$ cat config.mk
export PLATFORM = sky130hd
export DESIGN_NAME = chunk_deframer_crc32_check_flat
export DESIGN_NICKNAME = d
export VERILOG_FILES = /design/src/hdl/chdf_pkg.sv /design/src/hdl/chdf_in_if.sv /design/src/hdl/chdf_out_if.sv /design/src/hdl/chunk_deframer_crc32_check.sv /design/src/hdl/chdf_parser.sv /design/src/flat_wrapper.sv
export SDC_FILE = /design/constraint.sdc
export NUM_CORES = 1
export LEC_CHECK = 0
export ABC_CLOCK_PERIOD_IN_PS = 3870
export BUFFER_PORTS_ARGS = -buffer_cell sky130_fd_sc_hd__buf_2
export CORE_MARGIN = 10
export CORE_UTILIZATION = 60
export DETAILED_ROUTE_END_ITERATION = 10
export GPL_ROUTABILITY_DRIVEN = 1
export PLACE_DENSITY = 0.86
export SLEW_MARGIN = 20
export SYNTH_ARGS = -nofsm -noshare
export SYNTH_HDL_FRONTEND = slang
export SYNTH_HIERARCHICAL = 1
export SYNTH_SLANG_ARGS = --single-unit
export TNS_END_PERCENT = 1
$ cat constraint.sdc
create_clock -name clk -period 3.87 [get_ports clk]
set_input_delay 0.5805 -clock clk [delete_from_list [all_inputs] [get_ports clk]]
set_output_delay 0.5805 -clock clk [all_outputs]
set_load 0.01 [all_outputs]
$ cat src/hdl/chdf_pkg.sv
// ----------------------------------------------------------------------------
// chdf_pkg
// Shared types and constants of the chunk deframer with CRC-32 check.
// ----------------------------------------------------------------------------
package chdf_pkg;

  // result kinds as they appear on the result channel
  typedef enum logic [2:0] {
    KIND_HEADER  = 3'd0,
    KIND_DATA    = 3'd1,
    KIND_GOOD    = 3'd2,
    KIND_CORRUPT = 3'd3,
    KIND_TRUNC   = 3'd4,
    KIND_END     = 3'd5
  } chdf_kind_t;

  // parse phase, one-hot
  typedef enum logic [3:0] {
    PH_LEN  = 4'b0001,
    PH_TYPE = 4'b0010,
    PH_DATA = 4'b0100,
    PH_CRC  = 4'b1000
  } chdf_phase_t;

  // reflected CRC-32
  localparam logic [31:0] CRC_POLY = 32'hEDB8_8320;
  localparam logic [31:0] CRC_INIT = 32'hFFFF_FFFF;

  // one result from the parser, before the output register
  typedef struct packed {
    logic        valid;
    chdf_kind_t  kind;
    logic [7:0]  data;
    logic [31:0] ctype;
    logic [31:0] clen;
  } chdf_result_t;

endpackage

$ cat src/hdl/chdf_in_if.sv
// ----------------------------------------------------------------------------
// chdf_in_if
// Input byte channel: one stream byte or an end-of-stream mark per request.
// ----------------------------------------------------------------------------
interface chdf_in_if;
  logic       valid;
  logic       ready;
  logic [7:0] in_byte;
  logic       end_mark;

  modport source (output valid, output in_byte, output end_mark, input ready);
  modport sink   (input valid, input in_byte, input end_mark, output ready);
endinterface

$ cat src/hdl/chdf_out_if.sv
// ----------------------------------------------------------------------------
// chdf_out_if
// Result channel: header, data byte or chunk/stream status per request.
// ----------------------------------------------------------------------------
interface chdf_out_if;
  logic        valid;
  logic        ready;
  logic [2:0]  kind;
  logic [7:0]  out_byte;
  logic [31:0] chunk_type;
  logic [31:0] chunk_length;

  modport source (output valid, output kind, output out_byte, output chunk_type,
                  output chunk_length, input ready);
  modport sink   (input valid, input kind, input out_byte, input chunk_type,
                  input chunk_length, output ready);
endinterface

$ cat src/hdl/chunk_deframer_crc32_check.sv
// ----------------------------------------------------------------------------
// chunk_deframer_crc32_check
// Chunk stream deframer with CRC-32 check, one byte per cycle while results are taken.
// ----------------------------------------------------------------------------
// Usage:
//   in_ch carries one stream byte per request, or an end-of-stream mark.
//   Chunks are a 4-byte big-endian length, a 4-byte type, the data and a
//   4-byte big-endian CRC-32 over type and data.
//   out_ch carries a header request once the type is complete, one request
//   per data byte, and a good or corrupt status after the CRC field. The
//   consumer drops the data of a chunk that ends corrupt. An end mark
//   gives a clean-end status between chunks, a truncation status otherwise.
//   Length bytes, partial type bytes and partial CRC bytes give no request.
// Timing:
//   a result appears on out_ch the cycle after its input is taken; one
//   input per cycle is sustained, set by the byte-wide CRC update.
//   One output register decouples the sides: input is taken while the
//   register is empty or being drained, so a stalled receiver holds the
//   current result and stops intake until it is taken.
// Reset:
//   synchronous rst_n returns the parser to the length field and empties
//   the output register.
// ----------------------------------------------------------------------------
module chunk_deframer_crc32_check (
  input  logic        clk,
  input  logic        rst_n,
  chdf_in_if.sink     in_ch,
  chdf_out_if.source  out_ch
);
  import chdf_pkg::*;

  chdf_result_t res;
  logic         in_acc;
  logic         out_valid_r, out_valid_nxt;
  chdf_kind_t   out_kind_r;
  logic [7:0]   out_byte_r;
  logic [31:0]  out_type_r;
  logic [31:0]  out_len_r;

  // take input while output register is free or draining
  assign in_ch.ready = !out_valid_r || out_ch.ready;
  assign in_acc      = in_ch.valid && in_ch.ready;

  chdf_parser u_parser (
    .clk      (clk),
    .rst_n    (rst_n),
    .acc      (in_acc),
    .din      (in_ch.in_byte),
    .end_mark (in_ch.end_mark),
    .res      (res)
  );

  // output valid
  always_comb begin
    out_valid_nxt = out_valid_r;
    if (in_acc) begin
      out_valid_nxt = res.valid;
    end else if (out_ch.ready) begin
      out_valid_nxt = 1'b0;
    end
  end

  always_ff @(posedge clk) begin
    if (!rst_n) begin
      out_valid_r <= 1'b0;
    end else begin
      out_valid_r <= out_valid_nxt;
    end
  end

  // output payload
  always_ff @(posedge clk) begin
    if (in_acc && res.valid) begin
      out_kind_r <= res.kind;
      out_byte_r <= res.data;
      out_type_r <= res.ctype;
      out_len_r  <= res.clen;
    end
  end

  assign out_ch.valid        = out_valid_r;
  assign out_ch.kind         = out_kind_r;
  assign out_ch.out_byte     = out_byte_r;
  assign out_ch.chunk_type   = out_type_r;
  assign out_ch.chunk_length = out_len_r;

endmodule

$ cat src/hdl/chdf_parser.sv
// ----------------------------------------------------------------------------
// chdf_parser
// Chunk parse state, running CRC-32 and the combinational result of one
// accepted request. State advances on each accepted request.
// ----------------------------------------------------------------------------
module chdf_parser (
  input  logic                  clk,
  input  logic                  rst_n,
  input  logic                  acc,
  input  logic [7:0]            din,
  input  logic                  end_mark,
  output chdf_pkg::chdf_result_t res
);
  import chdf_pkg::*;

  // byte-wide reflected CRC update, eight xor/shift steps
  function automatic logic [31:0] crc_byte(input logic [31:0] c, input logic [7:0] b);
    logic [31:0] x;
    x = c ^ {24'd0, b};
    for (int k = 0; k < 8; k++) begin
      x = x[0] ? (CRC_POLY ^ (x >> 1)) : (x >> 1);
    end
    return x;
  endfunction

  chdf_phase_t phase_r, phase_nxt;
  logic [1:0]  idx_r, idx_nxt;
  logic [31:0] rem_r, rem_nxt;
  logic [31:0] len_r, len_nxt;
  logic [31:0] type_r, type_nxt;
  logic [31:0] crc_r, crc_nxt;
  logic [31:0] rcrc_r, rcrc_nxt;
  logic [31:0] rem_dec;
  logic        clear;

  assign rem_dec = rem_r - 32'd1;

  // next state and result
  always_comb begin
    phase_nxt = phase_r;
    idx_nxt   = idx_r;
    rem_nxt   = rem_r;
    len_nxt   = len_r;
    type_nxt  = type_r;
    crc_nxt   = crc_r;
    rcrc_nxt  = rcrc_r;
    clear     = 1'b0;
    res.valid = 1'b0;
    res.kind  = KIND_HEADER;
    res.data  = 8'd0;
    res.ctype = type_r;
    res.clen  = len_r;
    if (acc) begin
      if (end_mark) begin
        res.valid = 1'b1;
        res.kind  = (phase_r == PH_LEN && idx_r == 2'd0) ? KIND_END : KIND_TRUNC;
        clear     = 1'b1;
      end else begin
        case (phase_r)
          PH_LEN: begin
            len_nxt = {len_r[23:0], din};
            if (idx_r == 2'd3) begin
              idx_nxt   = 2'd0;
              phase_nxt = PH_TYPE;
              crc_nxt   = CRC_INIT;
            end else begin
              idx_nxt = idx_r + 2'd1;
            end
          end
          PH_TYPE: begin
            type_nxt = {type_r[23:0], din};
            crc_nxt  = crc_byte(crc_r, din);
            if (idx_r == 2'd3) begin
              idx_nxt   = 2'd0;
              rem_nxt   = len_r;
              phase_nxt = (len_r == 32'd0) ? PH_CRC : PH_DATA;
              res.valid = 1'b1;
              res.kind  = KIND_HEADER;
              res.ctype = type_nxt;
            end else begin
              idx_nxt = idx_r + 2'd1;
            end
          end
          PH_DATA: begin
            crc_nxt   = crc_byte(crc_r, din);
            res.valid = 1'b1;
            res.kind  = KIND_DATA;
            res.data  = din;
            rem_nxt   = rem_dec;
            if (rem_dec == 32'd0) begin
              phase_nxt = PH_CRC;
              idx_nxt   = 2'd0;
            end
          end
          PH_CRC: begin
            rcrc_nxt = {rcrc_r[23:0], din};
            if (idx_r == 2'd3) begin
              res.valid = 1'b1;
              res.kind  = ((crc_r ^ CRC_INIT) == rcrc_nxt) ? KIND_GOOD : KIND_CORRUPT;
              clear     = 1'b1;
            end else begin
              idx_nxt = idx_r + 2'd1;
            end
          end
          default: begin
            clear = 1'b1;
          end
        endcase
      end
    end
    // chunk end or stream end returns everything to reset values
    if (clear) begin
      phase_nxt = PH_LEN;
      idx_nxt   = 2'd0;
      rem_nxt   = 32'd0;
      len_nxt   = 32'd0;
      type_nxt  = 32'd0;
      crc_nxt   = CRC_INIT;
      rcrc_nxt  = 32'd0;
    end
  end

  // state registers
  always_ff @(posedge clk) begin
    if (!rst_n) begin
      phase_r <= PH_LEN;
      idx_r   <= 2'd0;
      rem_r   <= 32'd0;
      len_r   <= 32'd0;
      type_r  <= 32'd0;
      crc_r   <= CRC_INIT;
      rcrc_r  <= 32'd0;
    end else begin
      phase_r <= phase_nxt;
      idx_r   <= idx_nxt;
      rem_r   <= rem_nxt;
      len_r   <= len_nxt;
      type_r  <= type_nxt;
      crc_r   <= crc_nxt;
      rcrc_r  <= rcrc_nxt;
    end
  end

endmodule

$ cat src/flat_wrapper.sv
// flat-port wrapper written by rule: the top's interface ports become plain ports
module chunk_deframer_crc32_check_flat import chdf_pkg::*;
  (clk, rst_n, in_ch_valid, in_ch_in_byte, in_ch_end_mark, in_ch_ready, out_ch_valid, out_ch_kind, out_ch_out_byte, out_ch_chunk_type, out_ch_chunk_length, out_ch_ready);
  chdf_in_if in_ch_i ();
  chdf_out_if out_ch_i ();
  input  logic clk;
  input  logic rst_n;
  input wire logic [$bits(in_ch_i.valid)-1:0] in_ch_valid;
  input wire logic [$bits(in_ch_i.in_byte)-1:0] in_ch_in_byte;
  input wire logic [$bits(in_ch_i.end_mark)-1:0] in_ch_end_mark;
  output wire logic [$bits(in_ch_i.ready)-1:0] in_ch_ready;
  output wire logic [$bits(out_ch_i.valid)-1:0] out_ch_valid;
  output wire logic [$bits(out_ch_i.kind)-1:0] out_ch_kind;
  output wire logic [$bits(out_ch_i.out_byte)-1:0] out_ch_out_byte;
  output wire logic [$bits(out_ch_i.chunk_type)-1:0] out_ch_chunk_type;
  output wire logic [$bits(out_ch_i.chunk_length)-1:0] out_ch_chunk_length;
  input wire logic [$bits(out_ch_i.ready)-1:0] out_ch_ready;
  assign in_ch_i.valid = in_ch_valid;
  assign in_ch_i.in_byte = in_ch_in_byte;
  assign in_ch_i.end_mark = in_ch_end_mark;
  assign in_ch_ready = in_ch_i.ready;
  assign out_ch_valid = out_ch_i.valid;
  assign out_ch_kind = out_ch_i.kind;
  assign out_ch_out_byte = out_ch_i.out_byte;
  assign out_ch_chunk_type = out_ch_i.chunk_type;
  assign out_ch_chunk_length = out_ch_i.chunk_length;
  assign out_ch_i.ready = out_ch_ready;
  chunk_deframer_crc32_check u_core (.clk(clk), .rst_n(rst_n), .in_ch(in_ch_i), .out_ch(out_ch_i));
endmodule
# ---- After elaboration in Yosys (flattened, before gate mapping)
# Index checks and enable logic that the tools add are counted.
dict set report totals {
  elab_cells 101
  out_inout_bits 77
  ff_bits 234
  ram_bits 0
  memories 0
  inputBits 13
  latch_bits 0
  rom_bits 0
}
dict set report op_classes {
  muxes 38
  div 0
  n_reduce_logical 25
  addsub 2
  multipliers 0
  eq_ne 10
  magnitude_cmp 0
  shifts 0
  bitwise_logic 14
}
# op n
set ops {}
lappend ops {{$mux 32} 12}
lappend ops {{$pmux 32 s2} 2}
lappend ops {{$not 13->14} 8}
lappend ops {{$logic_not 32->1} 2}
lappend ops {{$mux 44} 1}
lappend ops {{$mux 40} 1}
lappend ops {{$eq 32x32->1} 1}
lappend ops {{$not 32->32} 1}
lappend ops {{$sub 32x1->32 const B} 1}
lappend ops {{$xor 32x8->32} 1}
lappend ops {{$mux 4} 7}
lappend ops {{$pmux 4 s3} 2}
lappend ops {{$reduce_and 3->1} 3}
lappend ops {{$mux 8} 1}
lappend ops {{$reduce_and 4->1} 2}
lappend ops {{$mux 1} 7}
lappend ops {{$mux 2} 3}
lappend ops {{$ne 2x2->1 const B} 3}
lappend ops {{$pmux 2 s3} 1}
lappend ops {{$reduce_and 6->1} 1}
lappend ops {{$reduce_bool 2->1} 3}
lappend ops {{$reduce_bool 3->1} 2}
lappend ops {{$reduce_or 2->1} 3}
lappend ops {{$reduce_or 3->1} 2}
lappend ops {{other kinds (14)} 19}

# ---- Longest topological paths before layout
dict set report depth {
  ltp_word 18
  mapped_depth 10
  depth_no_buf 10
}

# ---- Hierarchy
# The synthesis kept the hierarchy.
# module area_per_inst_um2 seq_area_each_um2 cells_per_inst instances
set modules_own_cells {}
lappend modules_own_cells {chdf_parser 8435.6 3163.0 1092 1}
lappend modules_own_cells {chunk_deframer_crc32_check 2323.5 2272.2 81 1}

# ---- Worst setup path before layout
# OpenSTA, ideal clock, no wires.
dict set report synth_timing {
  kind {register -> register}
  startpoint {reg u_core.u_parser.idx_r[0]}
  endpoint {reg u_core.out_len_r[0] (netlist: u_core/out_ch.chunk_length[0]) (enable)}
  n_path_buf 1
  arrival_time_ns 2.374
  slack_ns 1.088
  synth_period_minus_slack_ns 2.782
  required_time_ns 3.462
  setup_time_ns 0.408
  path_stages_with_launch 10
  path_cell_list {dfxtp_1 > ha_1 > clkbuf_1 > a21oi_1 > nor2_1 > a31oi_1 > nor2_1 > o21a_1 > nand2_1 > nor2b_4}
}
# element line
set synth_lines {}
lappend synth_lines {{start: declaration} chdf_parser.sv:27} ;# logic [1:0] idx_r, idx_nxt;
lappend synth_lines {{start signal: assignment} chdf_parser.sv:135} ;# idx_r <= idx_nxt;
lappend synth_lines {{end signal: assignment} chunk_deframer_crc32_check.sv:77} ;# out_len_r <= res.clen;
lappend synth_lines {{end: declaration} chunk_deframer_crc32_check.sv:38} ;# logic [31:0] out_len_r;

# ---- Final worst setup path
dict set report layout_timing {
  startpoint {reg u_core.u_parser.rem_r[9]}
  endpoint {reg u_core.u_parser.phase_r[2]}
}
dict set report layout_between {
  elab_chain_cells 4
}
# element line
set layout_lines {}
lappend layout_lines {{start: declaration} chdf_parser.sv:28} ;# logic [31:0] rem_r, rem_nxt;
lappend layout_lines {{start signal: assignment} chdf_parser.sv:136} ;# rem_r <= rem_nxt;
lappend layout_lines {{$sub 32x1->32} chdf_parser.sv:36} ;# assign rem_dec = rem_r - 32'd1;
lappend layout_lines {{$logic_not 32->1} chdf_parser.sv:90} ;# if (rem_dec == 32'd0) begin
lappend layout_lines {{$ne 2x2->1 (no source line)} --}
lappend layout_lines {{$reduce_and 6->1 (no source line)} --}
lappend layout_lines {{end signal: assignment} chdf_parser.sv:134} ;# phase_r <= phase_nxt;
lappend layout_lines {{end: declaration} chdf_parser.sv:26} ;# chdf_phase_t phase_r, phase_nxt;
# Every way passes these cells.
# A chain may end at the register's enable or synchronous reset.

==> results.md <==
- Status: finished clean
- GRT Util Overall: a little under a quarter
- Crit end category: flop
- Largest net degree at the start of global routing: slightly below 80
- RSZ-0062 raised after global routing: false
- Final ANT Viol Nets: 0
- Cells after synthesis: ~1.2k
- Htree depth: 1
- Worst Path Required: 4.31 ns
- CTS Hold Bufs: 0
- Setup TNS: 0 ns
- Dominant synthesized flop cell: dfxtp_1
- Crit-path max FO: 11
- Worst slew pin tran: ~1.1 ns
- Router iterations before antenna repair: 5
- Period utilization: slightly below 80%
- Max-slew violation count: 0
- Met3 Use GR: under 10%
- Area delta synth->final: 12.7%
- Clock Tree Buf Depth: 3
- Proportion of layout cells with a drive suffix above 1: roughly 16%
- Die Width: 154 um
- Routed WL: around 29,000 um
- Final Hold Fails: 0
- Max Fclk: 331 MHz
- GR peak layer: met2
- Root buf cell: clkbuf_16
- Post-synth cell types: between 60 and 70
- Max_slew headroom: a little over a quarter
- Nets@finish: about 1.2k
- Die ar.: between 0.02 and 0.025 mm2
- CP top delay family: simple AND/OR/NAND/NOR gates
- Die height: 154 um
- Clock skew: about 0.024 ns
- Filler cell count in the final layout: around 1.3k
- Cell Pwr Density: 421 mW/mm2
- EDFF count, synth: 75
- Initial Utilization: 61.8%
- CP Depth: 8
- Slowest CP cell: or4_1
- Post-synth top area share: 29.6%
- Mapped Area: ~0.011 mm2
- Hold slack final: around 0.36 ns
- Detailed placement HPWL: between 15,000 and 20,000 um
- R2R depth: 8
- Worst path buffer plus inverter count: 0
- Synth warnings: 6
- Core Footprint: 0.0174 mm2
- Post-synthesis sequential area ratio: between 50% and 60%
- Antenna violations before repair: 0
- Tot Pwr: between 5 and 6 mW
- Total clock buffers created by CTS: 24
- Wire length per cell: ~19 um
- # clock sinks: ~230
- Type of the worst setup path: flop to flop
- Async set or reset register ratio after synthesis: 0%
- Met2 Track Usage GR: ~37%
- Port Buffer Count: 89
- Synthesized area per cell: 9.17 um2
- Hold Crit Class: input pin to flop
- Dpl cell area: about 0.011 mm2
- Critical path's largest stage delay: slightly below 0.6 ns
- Post-route DRC: 0
- Met1 GRT Util: a little under a third
- Final setup fails: 0
- CTS tree: built
- Critical Path AT: approximately 3.5 ns
- Row cnt: 48
- Worst path cell trace: or4_1 > nor4_1 > and4_1 > xnor2_1 > nor3b_1 > nand4_2 > a21boi_2 > mux2i_1
- Seq cells post-synth: 234
- Boundary pin count: 90
- Max-capacitance violation count: 0
- Clock Latency Late Sink: approximately 0.53 ns
- VDD IR max: roughly 0.00054 V
- DR iter-0 viols: 1,123
- GPL Wtd Cong: roughly 0.93
- Final Cell Area: 0.0121 mm2
- Startpoint types: flop
- Vias in the first global route: about 8.5k
- Tmin final: between 3 and 4 ns
- P_leak: 4.31 nW
- Global-route wire length before repair: around 46,000 um
- Post-synth top area cell: dfxtp_1
- Total grt overflow: 0
- Syn_nets: 1,192
- Setup repair bufs after CTS: 0
- PostCTS Resize Cnt: 0
- Drt via density: just over 6
- Hold path cells: 3
- Detailed-route via count: 9,047
- Clk pin slew, worst setup/hold paths: 0.06 ns
- Synth top area cells: dfxtp_1 30%, edfxtp_1 21%, nand2_1 8.5%, a21oi_1 6.0%, xnor2_1 6.0%
## routing by layer
| layer | part of all wire [%] | vias up |
|---|---|---|
| li1 | - | 4209 |
| met1 | 42 | 4333 |
| met2 | 47 | 441 |
| met3 | 8.4 | 64 |
| met4 | 2.6 | 0 |
| met5 | 0 | - |
## where the power goes
| part | total (mW) | internal, mW | switching, mW | leakage, nW |
|---|---|---|---|---|
| sequential | 2.56 | 2.55 | 0.0152 | 1.99 |
| clock | 2.24 | 1.28 | 0.960 | 0.383 |
| combinational | 0.298 | 0.109 | 0.190 | 1.93 |
| total | 5.10 | 3.94 | 1.16 | 4.31 |
## sequential cells by signal, indices dropped and copies added, names as in the netlist
signal,cells
u_core/out_ch.chunk_length,32
u_core/out_ch.chunk_type,32
u_core/out_ch.kind,3
u_core/out_ch.out_byte,8
u_core/out_ch.valid,1
u_core/u_parser/crc_r,32
u_core/u_parser/idx_r,2
u_core/u_parser/len_r,32
u_core/u_parser/phase_r,4
u_core/u_parser/rcrc_r,24
u_core/u_parser/rem_r,32
u_core/u_parser/type_r,32
## cell usage after synthesis (all sizes together), types with 3 or more instances
cell type,instances
inv,12
or2,5
dfxtp,159
a22oi,9
xnor2,74
edfxtp,75
o21ai,55
a31oi,10
ha,6
nor4,25
or3,4
xor2,32
nand3,23
nor3b,4
o22ai,23
nor3,19
or4,9
nor2b,5
nor4b,5
a21boi,3
nand4,13
a211oi,4
nand2b,3
and3,4
mux2,33
o21a,3
buf,8
a21oi,130
o31ai,7
clkbuf,68
nor2,66
and2,13
nand2,244
## stage by stage
step | instances | setup slack, ns | util, %
2_1_floorplan | 1173 | 1.09 | -
3_3_place_gp | 1428 | 1.11 | 65.2
3_5_place_dp | 1428 | 0.952 | 65.2
4_1_cts | 1471 | 0.841 | 69.6
5_1_grt | 1471 | 0.546 | 69.6
6_report | 1472 | 0.851 | 69.6
## final timing paths
check,slack [ns],endpoint,startpoint
worst min register to register,0.46,u_core/u_parser/type_r[30],u_core/u_parser/type_r[30]
worst max register to register,0.85,u_core/u_parser/phase_r[2],u_core/u_parser/rem_r[9]
worst min-delay path,0.36,u_core/u_parser/type_r[3],in_ch_in_byte[3]
worst max-delay path,0.85,u_core/u_parser/phase_r[2],u_core/u_parser/rem_r[9]
## cells in the final DEF, fill, tap and decap left out, types with 6 or more instances in the layout
cell type,synthesis,final
a22oi_1,9,9
a31oi_1,10,10
nor2_1,66,64
and2_1,12,12
clkbuf_8,0,7
xor2_1,30,30
or4_1,8,8
buf_2,1,89
nand4_1,11,11
edfxtp_1,75,75
nand3_1,23,23
o21ai_0,55,55
a21oi_1,130,130
inv_1,12,12
o22ai_1,23,23
nor4_1,23,23
nor3_1,18,18
buf_4,1,15
mux2_2,33,33
nand2_1,243,241
o31ai_1,7,7
clkbuf_16,0,24
xnor2_1,74,74
dfxtp_1,159,159
ha_1,6,6
## layout make-up
class | count | area [um2] | area share, %
Multi-Input combinational cell | 851 | 4990 | 41.2
Tap cell | 225 | 282 | 2.32
Antenna cell | 1 | 2.50 | 0.0206
Sequential cell | 234 | 5440 | 44.8
Inverter | 12 | 45.0 | 0.371
Clock inverter | 7 | 53.8 | 0.444
Timing Repair Buffer | 106 | 598 | 4.93
Clock buffer | 36 | 716 | 5.90
## tightest hold or removal path: stages
cell     delay, ns
buf_2         0.14
nand2_1       0.06
a21oi_1       0.05
## kinds of logic after synthesis
logic type / after synthesis / synth area share, %
muxes: 35 / 3.64
AOI/OAI and AO/OA: 257 / 13.5
buffers and inverters: 88 / 3.33
adders and majority gates: 6 / 0.698
DFF: 234 / 50.5
and+or+nand+nor: 447 / 19.4
xor gates and xnor gates: 106 / 8.87
Note: power is estimated with default switching activity, not from simulation.
